File: config.mk
export PLATFORM = sky130hd
export DESIGN_NAME = extendable_alarm_timer
export DESIGN_NICKNAME = d
export VERILOG_FILES = /design/src/rtl/eat_pkg.sv /design/src/rtl/eat_csr.sv /design/src/rtl/eat_step.sv /design/src/rtl/extendable_alarm_timer.sv
export SDC_FILE = /design/constraint.sdc
export NUM_CORES = 1
export LEC_CHECK = 0
export ABC_AREA = 1
export ABC_CLOCK_PERIOD_IN_PS = 6820
export BUFFER_PORTS_ARGS = -buffer_cell sky130_fd_sc_hd__buf_2
export CORE_MARGIN = 2
export CORE_UTILIZATION = 64
export CTS_BUF_LIST = sky130_fd_sc_hd__clkbuf_16
export DETAILED_ROUTE_END_ITERATION = 8
export PLACE_DENSITY = 0.8
export SETUP_SLACK_MARGIN = 0.05
export SLEW_MARGIN = 10
export SYNTH_ARGS = -nofsm -noshare
export SYNTH_HDL_FRONTEND = slang
export SYNTH_HIERARCHICAL = 1
export SYNTH_SLANG_ARGS = --single-unit
File: constraint.sdc
create_clock -name clock -period 6.82 [get_ports clock]
set_input_delay 0.682 -clock clock [delete_from_list [all_inputs] [get_ports clock]]
set_output_delay 0.682 -clock clock [all_outputs]
set_load 0.05 [all_outputs]
File: src/rtl/eat_pkg.sv
`default_nettype none

package eat_pkg;

   // Width of elapsed time and alarm limit
   localparam int TIME_WIDTH = 32;
   localparam int CSR_DATA_WIDTH = 32;
   localparam int REM_WIDTH = 20;
   // Wide enough for any saturating add or limit compare without loss
   localparam int WIDE_WIDTH = ((TIME_WIDTH > CSR_DATA_WIDTH) ? TIME_WIDTH : CSR_DATA_WIDTH) + 1;

   typedef logic [TIME_WIDTH-1:0] time_type;
   typedef logic [REM_WIDTH-1:0]  rem_type;
   typedef logic [WIDE_WIDTH-1:0] wide_type;

   localparam time_type TIME_MASK = '1;

   typedef enum logic [1:0] {
      MODE_STOPPED   = 2'd0,
      MODE_RUNNING   = 2'd1,
      MODE_TIMED_OUT = 2'd2
   } mode_type;

   typedef enum logic [2:0] {
      CSR_TICK_MS             = 3'd0,
      CSR_START_LIMIT_MS      = 3'd1,
      CSR_EXTEND_MS           = 3'd2,
      CSR_NOTIFY_INTERVAL_MS  = 3'd3,
      CSR_TIMEOUT_BURST_TICKS = 3'd4,
      CSR_NOTIFY_BURST_TICKS  = 3'd5,
      CSR_HEARTBEAT_TICKS     = 3'd6
   } csr_index_type;

   typedef struct packed {
      logic [15:0]         tick_ms;
      logic [31:0]         start_limit_ms;
      logic [23:0]         extend_ms;
      logic [REM_WIDTH-1:0] notify_interval_ms;
      logic [7:0]          timeout_burst_ticks;
      logic [7:0]          notify_burst_ticks;
      logic [7:0]          heartbeat_ticks;
   } cfg_type;

   typedef struct packed {
      logic     alarm_led;
      logic     heartbeat_led;
      mode_type timer_mode;
   } result_type;

   localparam logic [15:0]          TICK_MS_RST             = 16'd250;
   localparam logic [31:0]          START_LIMIT_MS_RST      = 32'd60000;
   localparam logic [23:0]          EXTEND_MS_RST           = 24'd60000;
   localparam logic [REM_WIDTH-1:0] NOTIFY_INTERVAL_MS_RST  = 20'd10000;
   localparam logic [7:0]           TIMEOUT_BURST_TICKS_RST = 8'd60;
   localparam logic [7:0]           NOTIFY_BURST_TICKS_RST  = 8'd4;
   localparam logic [7:0]           HEARTBEAT_TICKS_RST     = 8'd4;

   // a + b, clipped at the top of the time range
   function automatic time_type sat_add(time_type a, logic [CSR_DATA_WIDTH-1:0] b);
      wide_type sum;
      sum = WIDE_WIDTH'(a) + WIDE_WIDTH'(b);
      return (sum >= WIDE_WIDTH'(TIME_MASK)) ? TIME_MASK : sum[TIME_WIDTH-1:0];
   endfunction

   // Fit a 32-bit limit into the time range
   function automatic time_type sat_limit(logic [CSR_DATA_WIDTH-1:0] v);
      wide_type wide_v;
      wide_v = WIDE_WIDTH'(v);
      return (wide_v > WIDE_WIDTH'(TIME_MASK)) ? TIME_MASK : wide_v[TIME_WIDTH-1:0];
   endfunction

endpackage

`default_nettype wire

File: src/rtl/eat_csr.sv
`default_nettype none

module eat_csr (
   input  wire logic                                clock,
   input  wire logic                                reset,
   input  wire logic                                csr_write_en,
   input  wire logic [2:0]                          csr_index,
   input  wire logic [eat_pkg::CSR_DATA_WIDTH-1:0]  csr_wdata,
   output eat_pkg::cfg_type                         cfg
);

   eat_pkg::cfg_type cfg_ff;
   eat_pkg::cfg_type cfg_in;

   always_comb begin
      cfg_in = cfg_ff;
      if (csr_write_en) begin
         unique case (eat_pkg::csr_index_type'(csr_index))
            eat_pkg::CSR_TICK_MS:             cfg_in.tick_ms = csr_wdata[15:0];
            eat_pkg::CSR_START_LIMIT_MS:      cfg_in.start_limit_ms = csr_wdata[31:0];
            eat_pkg::CSR_EXTEND_MS:           cfg_in.extend_ms = csr_wdata[23:0];
            eat_pkg::CSR_NOTIFY_INTERVAL_MS:
               cfg_in.notify_interval_ms = csr_wdata[eat_pkg::REM_WIDTH-1:0];
            eat_pkg::CSR_TIMEOUT_BURST_TICKS: cfg_in.timeout_burst_ticks = csr_wdata[7:0];
            eat_pkg::CSR_NOTIFY_BURST_TICKS:  cfg_in.notify_burst_ticks = csr_wdata[7:0];
            eat_pkg::CSR_HEARTBEAT_TICKS:     cfg_in.heartbeat_ticks = csr_wdata[7:0];
            default:                          cfg_in = cfg_ff;   // unmapped index: drop
         endcase
      end
   end

   always_ff @(posedge clock) begin
      if (reset) begin
         cfg_ff.tick_ms             <= eat_pkg::TICK_MS_RST;
         cfg_ff.start_limit_ms      <= eat_pkg::START_LIMIT_MS_RST;
         cfg_ff.extend_ms           <= eat_pkg::EXTEND_MS_RST;
         cfg_ff.notify_interval_ms  <= eat_pkg::NOTIFY_INTERVAL_MS_RST;
         cfg_ff.timeout_burst_ticks <= eat_pkg::TIMEOUT_BURST_TICKS_RST;
         cfg_ff.notify_burst_ticks  <= eat_pkg::NOTIFY_BURST_TICKS_RST;
         cfg_ff.heartbeat_ticks     <= eat_pkg::HEARTBEAT_TICKS_RST;
      end else begin
         cfg_ff <= cfg_in;
      end
   end

   assign cfg = cfg_ff;

endmodule

`default_nettype wire

File: src/rtl/eat_step.sv
`default_nettype none

module eat_step (
   input  wire logic          clock,
   input  wire logic          reset,
   input  wire logic          step_en,
   input  wire logic          start_level,
   input  wire logic          extend_level,
   input  wire eat_pkg::cfg_type cfg,
   output eat_pkg::result_type result
);

   logic                prev_start_ff,   prev_start_in;
   logic                prev_extend_ff,  prev_extend_in;
   eat_pkg::mode_type   mode_ff,         mode_in;
   eat_pkg::time_type   elapsed_ff,      elapsed_in;
   eat_pkg::time_type   limit_ff,        limit_in;
   eat_pkg::rem_type    rem_ff,          rem_in;
   logic [7:0]          burst_ff,        burst_in;
   logic [7:0]          hb_count_ff,     hb_count_in;
   logic                alarm_led_ff,    alarm_led_in;
   logic                hb_led_ff,       hb_led_in;

   eat_pkg::rem_type          interval;
   logic [eat_pkg::REM_WIDTH:0] rem_sum;

   always_comb begin
      prev_start_in  = start_level;
      prev_extend_in = extend_level;
      mode_in        = mode_ff;
      elapsed_in     = elapsed_ff;
      limit_in       = limit_ff;
      rem_in         = rem_ff;
      burst_in       = burst_ff;
      hb_led_in      = hb_led_ff;
      alarm_led_in   = alarm_led_ff;

      // start / stop edge
      if (start_level != prev_start_ff) begin
         if (start_level) begin
            mode_in    = eat_pkg::MODE_RUNNING;
            elapsed_in = '0;
            rem_in     = '0;
            limit_in   = eat_pkg::sat_limit(cfg.start_limit_ms);
         end else begin
            mode_in  = eat_pkg::MODE_STOPPED;
            burst_in = '0;
         end
      end

      // extend edge counts only while running
      if (extend_level && !prev_extend_ff && (mode_in == eat_pkg::MODE_RUNNING)) begin
         limit_in = eat_pkg::sat_add(limit_in, eat_pkg::CSR_DATA_WIDTH'(cfg.extend_ms));
      end

      // interval is never below one tick
      interval = (cfg.notify_interval_ms < eat_pkg::REM_WIDTH'(cfg.tick_ms))
               ? eat_pkg::REM_WIDTH'(cfg.tick_ms) : cfg.notify_interval_ms;
      rem_sum  = (eat_pkg::REM_WIDTH+1)'(rem_in) + (eat_pkg::REM_WIDTH+1)'(cfg.tick_ms);
      if (rem_sum >= (eat_pkg::REM_WIDTH+1)'(interval)) begin
         rem_sum = rem_sum - (eat_pkg::REM_WIDTH+1)'(interval);
      end

      unique case (mode_in)
         eat_pkg::MODE_RUNNING: begin
            if (elapsed_in >= limit_in) begin
               burst_in = cfg.timeout_burst_ticks;
               mode_in  = eat_pkg::MODE_TIMED_OUT;
            end else if (rem_in == '0) begin
               burst_in = cfg.notify_burst_ticks;
            end
            elapsed_in = eat_pkg::sat_add(elapsed_in, eat_pkg::CSR_DATA_WIDTH'(cfg.tick_ms));
            rem_in     = rem_sum[eat_pkg::REM_WIDTH-1:0];
         end
         default: mode_in = eat_pkg::MODE_STOPPED;
      endcase

      // heartbeat; a period of zero acts as one
      hb_count_in = hb_count_ff + 8'd1;
      if (hb_count_in >= cfg.heartbeat_ticks) begin
         hb_led_in   = !hb_led_ff;
         hb_count_in = '0;
      end

      if (burst_in != '0) begin
         alarm_led_in = !alarm_led_ff;
         burst_in     = burst_in - 8'd1;
      end else begin
         alarm_led_in = 1'b0;
      end
   end

   always_ff @(posedge clock) begin
      if (reset) begin
         prev_start_ff  <= 1'b0;
         prev_extend_ff <= 1'b0;
         mode_ff        <= eat_pkg::MODE_STOPPED;
         elapsed_ff     <= '0;
         limit_ff       <= '0;
         rem_ff         <= '0;
         burst_ff       <= '0;
         hb_count_ff    <= '0;
         alarm_led_ff   <= 1'b0;
         hb_led_ff      <= 1'b0;
      end else if (step_en) begin
         prev_start_ff  <= prev_start_in;
         prev_extend_ff <= prev_extend_in;
         mode_ff        <= mode_in;
         elapsed_ff     <= elapsed_in;
         limit_ff       <= limit_in;
         rem_ff         <= rem_in;
         burst_ff       <= burst_in;
         hb_count_ff    <= hb_count_in;
         alarm_led_ff   <= alarm_led_in;
         hb_led_ff      <= hb_led_in;
      end
   end

   assign result.alarm_led     = alarm_led_in;
   assign result.heartbeat_led = hb_led_in;
   assign result.timer_mode    = mode_in;

   // timed-out lasts exactly one tick
   a_timeout_one_tick: assert property (@(posedge clock) disable iff (reset)
      (step_en && (mode_ff == eat_pkg::MODE_TIMED_OUT)) |=> (mode_ff == eat_pkg::MODE_STOPPED))
      else $error("timed-out mode held past one tick");

   // any active mode needs the start switch on
   a_active_needs_start: assert property (@(posedge clock) disable iff (reset)
      (mode_ff != eat_pkg::MODE_STOPPED) |-> prev_start_ff)
      else $error("timer active with start switch off");

   // a stop edge cancels the burst and stops the timer
   a_stop_cancels: assert property (@(posedge clock) disable iff (reset)
      (step_en && !start_level && prev_start_ff)
      |=> ((burst_ff == '0) && (mode_ff == eat_pkg::MODE_STOPPED) && !alarm_led_ff))
      else $error("stop edge left burst or mode active");

endmodule

`default_nettype wire

File: src/rtl/extendable_alarm_timer.sv
`default_nettype none

// Extendable alarm timer. Each req_ transfer is one periodic tick carrying the
// start and extend switch levels; each tick yields exactly one rsp_ transfer
// with the alarm LED, heartbeat LED and timer mode after that tick. A tick
// sits in an input register, then update logic advances the timer state and
// loads the result register; one tick is taken every cycle unless rsp_stall
// holds the result register. The result register lets a new tick in while a
// finished result still waits on rsp_stall. The user must write registers
// through csr_ only while no tick is in flight; the block does not enforce
// this. An index past the last register is dropped. Reset clears the timer
// to stopped with both switches taken as off and loads the register defaults.
module extendable_alarm_timer (
   input  wire logic                               clock,
   input  wire logic                               reset,
   // tick input
   input  wire logic                               req_valid,
   output      logic                               req_stall,
   input  wire logic                               req_start_level,
   input  wire logic                               req_extend_level,
   // result output
   output      logic                               rsp_valid,
   input  wire logic                               rsp_stall,
   output      logic                               rsp_alarm_led,
   output      logic                               rsp_heartbeat_led,
   output      logic [1:0]                         rsp_timer_mode,
   // register writes
   input  wire logic                               csr_write_en,
   input  wire logic [2:0]                         csr_index,
   input  wire logic [eat_pkg::CSR_DATA_WIDTH-1:0] csr_wdata
);

   eat_pkg::cfg_type    cfg;
   eat_pkg::result_type step_result;

   // input register
   logic in_valid_ff, in_valid_in;
   logic in_start_ff;
   logic in_extend_ff;

   // result register
   logic                rsp_valid_ff, rsp_valid_in;
   eat_pkg::result_type rsp_data_ff;

   logic out_open;   // result register free this cycle
   logic step_en;    // tick moves from input to result register
   logic req_take;

   assign out_open  = !rsp_valid_ff || !rsp_stall;
   assign step_en   = in_valid_ff && out_open;
   assign req_stall = in_valid_ff && !out_open;
   assign req_take  = req_valid && !req_stall;

   // hold the input stage until the tick advances; refill in the same cycle
   assign in_valid_in  = req_take || (in_valid_ff && !step_en);
   // keep a result until it is taken
   assign rsp_valid_in = step_en || (rsp_valid_ff && rsp_stall);

   always_ff @(posedge clock) begin
      if (reset) begin
         in_valid_ff  <= 1'b0;
         rsp_valid_ff <= 1'b0;
      end else begin
         in_valid_ff  <= in_valid_in;
         rsp_valid_ff <= rsp_valid_in;
      end
   end

   // payload: capture on transfer only
   always_ff @(posedge clock) begin
      if (req_take) begin
         in_start_ff  <= req_start_level;
         in_extend_ff <= req_extend_level;
      end
      if (step_en) begin
         rsp_data_ff <= step_result;
      end
   end

   eat_csr u_csr (
      .clock        (clock),
      .reset        (reset),
      .csr_write_en (csr_write_en),
      .csr_index    (csr_index),
      .csr_wdata    (csr_wdata),
      .cfg          (cfg)
   );

   eat_step u_step (
      .clock        (clock),
      .reset        (reset),
      .step_en      (step_en),
      .start_level  (in_start_ff),
      .extend_level (in_extend_ff),
      .cfg          (cfg),
      .result       (step_result)
   );

   assign rsp_valid         = rsp_valid_ff;
   assign rsp_alarm_led     = rsp_data_ff.alarm_led;
   assign rsp_heartbeat_led = rsp_data_ff.heartbeat_led;
   assign rsp_timer_mode    = rsp_data_ff.timer_mode;

   // a held tick is not lost while the result side is blocked
   a_tick_held: assert property (@(posedge clock) disable iff (reset)
      (in_valid_ff && !out_open) |=> in_valid_ff)
      else $error("pending tick dropped while result stalled");

   // a blocked result is not overwritten by an advancing tick
   a_no_overwrite: assert property (@(posedge clock) disable iff (reset)
      (rsp_valid_ff && rsp_stall) |-> !step_en)
      else $error("tick advanced into an occupied result register");

   // each advancing tick shows up as a result next cycle
   a_step_gives_result: assert property (@(posedge clock) disable iff (reset)
      step_en |=> rsp_valid_ff)
      else $error("advanced tick produced no result");

endmodule

`default_nettype wire
==> impl_metrics.env <==
export IMPL_status="completed"
export IMPL_grt_pass1_vias=17600
export IMPL_die_height_microns=170
export IMPL_required_ns=7.29
export IMPL_ys_flop_type="dfxtp_1"
export IMPL_maxSlewHeadroom=0.180
export IMPL_criticalPathCategory="reg2reg"
export IMPL_grt_first_pass_wirelength_microns=88200
export IMPL_wl_per_cell_microns=17.2
export IMPL_antenna_found_initial=0
export IMPL_cts_tree="yes"
export IMPL_p_int_mw=2.76
export IMPL_die_area_sq_um=29000
export IMPL_grt_max_degree=104
export IMPL_rsz0062_at_grt="no"
export IMPL_drt_initial_drc_count=1885
export IMPL_maxCapViolCount=0
export IMPL_setup_ws_ns=0.542
export IMPL_htreeDepth=1
export IMPL_area_growth_pct=7.95
export IMPL_fin_worst_skew_ns=0.0170
export IMPL_cpMostUsedCell="nand2_1"
export IMPL_drc=0
export IMPL_p_leak_nw=9.60
export IMPL_cp_max_fo=29
export IMPL_synth_seq_cells=230
export IMPL_tightestPinTransition_ns=1.23
export IMPL_drv_slew=0
export IMPL_cp_arrival_ns=6.75
export IMPL_start_kind="register"
export IMPL_synth_area_sq_um=17700
export IMPL_die_w_microns=170
export IMPL_cts_clk_slew_worst_paths_ns=0.06
export IMPL_ir_drop_mv=0.226
export IMPL_initial_utilization=0.654
export IMPL_ys_types=52
export IMPL_pwr_density_cell_nw_per_um2=225
export IMPL_viasPerCell=5.80
export IMPL_slowest_delay_ns=0.52
export IMPL_place_hpwl_microns=41300
export IMPL_p_total_mw=4.30
export IMPL_rows=60
export IMPL_ff_latch_area_sq_um=4670
export IMPL_pwr_share_comb=0.304
export IMPL_p_clk_frac=0.352
export IMPL_cts_root_buf="clkbuf_16"
export IMPL_grt_overflow_total=0
export IMPL_fin_crit_sh=0.921
export IMPL_yosysWarnings=6
export IMPL_synth_seq_area_share=0.264
export IMPL_clk_latency_ns=0.55
export IMPL_vias=18800
export IMPL_synth_edf_count=6
export IMPL_antenna_left=0
export IMPL_hold_class="in2reg"
export IMPL_drt_first_pass_iters=6
export IMPL_place_congestion=1.02
export IMPL_syn_inst=2877
export IMPL_ys_async_sr_fraction=0
export IMPL_drive_gt1_frac=0.0709
export IMPL_post_place_ws_ns=0.359
export IMPL_critPathCaptureType="register"
export IMPL_numPortBuffers=47
export IMPL_slowest_stage="edfxtp_1"
export IMPL_n_fill_cell=2449
export IMPL_nNetsFinal=3052
export IMPL_tns_ns=0
export IMPL_synth_avg_cell_area_sq_um=6.15
export IMPL_cts_sinks=230
export IMPL_io_pins=48
export IMPL_placed_area_sq_um=18100
export IMPL_final_setup_viol_count=0
export IMPL_synth_nets=3057
export IMPL_swShare=0.358
export IMPL_fp_coreArea_sq_um=27000
export IMPL_seqPwrFrac=0.344
export IMPL_stdcell_area_sq_um=19100
export IMPL_cts_buffer_depth=3
export IMPL_diodes=0
export IMPL_grt_util_all_layers=0.381
export IMPL_cts_buffers_inserted=27
export IMPL_period_needed_ns=6.28
export IMPL_hold_viol=0
export IMPL_p_switching_mw=1.54
export IMPL_multiInputGateArea_sq_um=11300
export IMPL_wl_microns=55600
export IMPL_fmax_mhz=159
[layout by cell type, fill, tap and decap left out, types with 30 or more instances in the layout]
cell type and count:
a21oi_1 226, nand2_1 701, o21ai_0 124, nand4_1 51, nor2_1 440, or2_2 30
buf_2 47, xor2_1 51, nand3_1 233, inv_1 345, dfxtp_1 223, ha_1 134
[path summary, 6_finish.rpt]
kind,startpoint,endpoint,depth (start not counted),slack (ns)
worst max-delay path,in_start_ff,u_step/burst_ff[3],37,0.54
worst min-delay path,req_extend_level,in_extend_ff,1,0.34
worst min register to register,u_step/alarm_led_ff,u_step/alarm_led_ff,2,0.47
worst max register to register,in_start_ff,u_step/burst_ff[3],37,0.54
[power groups by stage]
stage / Combinational (mW) / Sequential, mW / Clock [mW]
final: 1.31 / 1.48 / 1.51
after CTS: 1.26 / 1.48 / 1.52
after detailed placement: 1.25 / 1.51 / 0
after floorplan: 0.955 / 1.50 / 0
after global placement: 1.23 / 1.50 / 0
after global routing: 1.46 / 1.49 / 1.58
[per-stage QoR]
step,cells,utilization,hold slack (ns)
final,3233,0.706,0.336
after global routing,3233,0.706,0.331
after floorplan,2877,-,0.437
after detailed placement,3178,0.669,0.455
after CTS,3227,0.703,0.329
after global placement,3178,0.669,0.452
[worst max-delay path, delay by kind of cell, from the launching register on]
family | cells | cell delay, ns
compound gates | 7 | 1.40
simple gates | 22 | 2.69
fa+ha+maj | 3 | 0.87
xor+xnor | 1 | 0.24
buf+inv | 4 | 0.48
flops | 1 | 0.52
[sequential cells by signal (all words and copies together) (netlist names)]
name	count
u_step/hb_led_ff	1
rsp_timer_mode	2
in_extend_ff	1
u_step/mode_ff	2
u_step/alarm_led_ff	1
u_step/prev_start_ff	1
u_step/limit_ff	32
in_valid_ff	1
u_csr/cfg	116
u_step/elapsed_ff	32
u_step/rem_ff	20
rsp_alarm_led	1
u_step/prev_extend_ff	1
rsp_heartbeat_led	1
in_start_ff	1
rsp_valid	1
u_step/hb_count_ff	8
u_step/burst_ff	8
[layer usage]
| layer | GRT usage | part of all wire |
|---|---|---|
| met1 | 0.458 | 0.40 |
| met2 | 0.640 | 0.46 |
| met3 | 0.0593 | 0.074 |
| met4 | 0.233 | 0.065 |
| met5 | 0 | 0 |
[final cells by class]
type | count | share of cell area
well taps | 341 | 0.0223
inverters | 359 | 0.0708
flip-flops and latches | 230 | 0.244
repair buffers | 76 | 0.0244
multi-input cells | 2178 | 0.590
clock inverters | 21 | 0.0116
clock buffers | 28 | 0.0367
[repair_timing]
| item | CTS | global route |
|---|---|---|
| hold buffers | 0 | 0 |
| setup buffers | 0 | 4 |
| resized for setup | 0 | 16 |
| hold endpoints to repair | 0 | 0 |
| endpoints found under the setup margin | 0 | 16 |
[Yosys cell counts, drive strengths merged (22+ instances only)]
cell type  count  area (sq um)
nor2         460          1770
clkbuf        61           229
o211ai        23           173
xnor2         22           193
a21oi        231          1160
nand4         51           319
ha           134          1680
inv          357          1340
nand2        705          2660
xor2          51           447
nand3        236          1190
dfxtp        224          4480
buf           51           265
o21ai        141           709
or2           31           194
[logic make-up after synthesis]
kind of cell,after synthesis,synth area share
AND/OR/NAND/NOR,1535,0.366
flip-flops,230,0.264
multiplexers,2,0.00113
XOR/XNOR,73,0.0362
AO/OA/AOI/OAI,428,0.130
adder cells (fa/ha/maj),138,0.0993
buffers and inverters,471,0.104
Note: power is estimated with default switching activity, not from simulation.
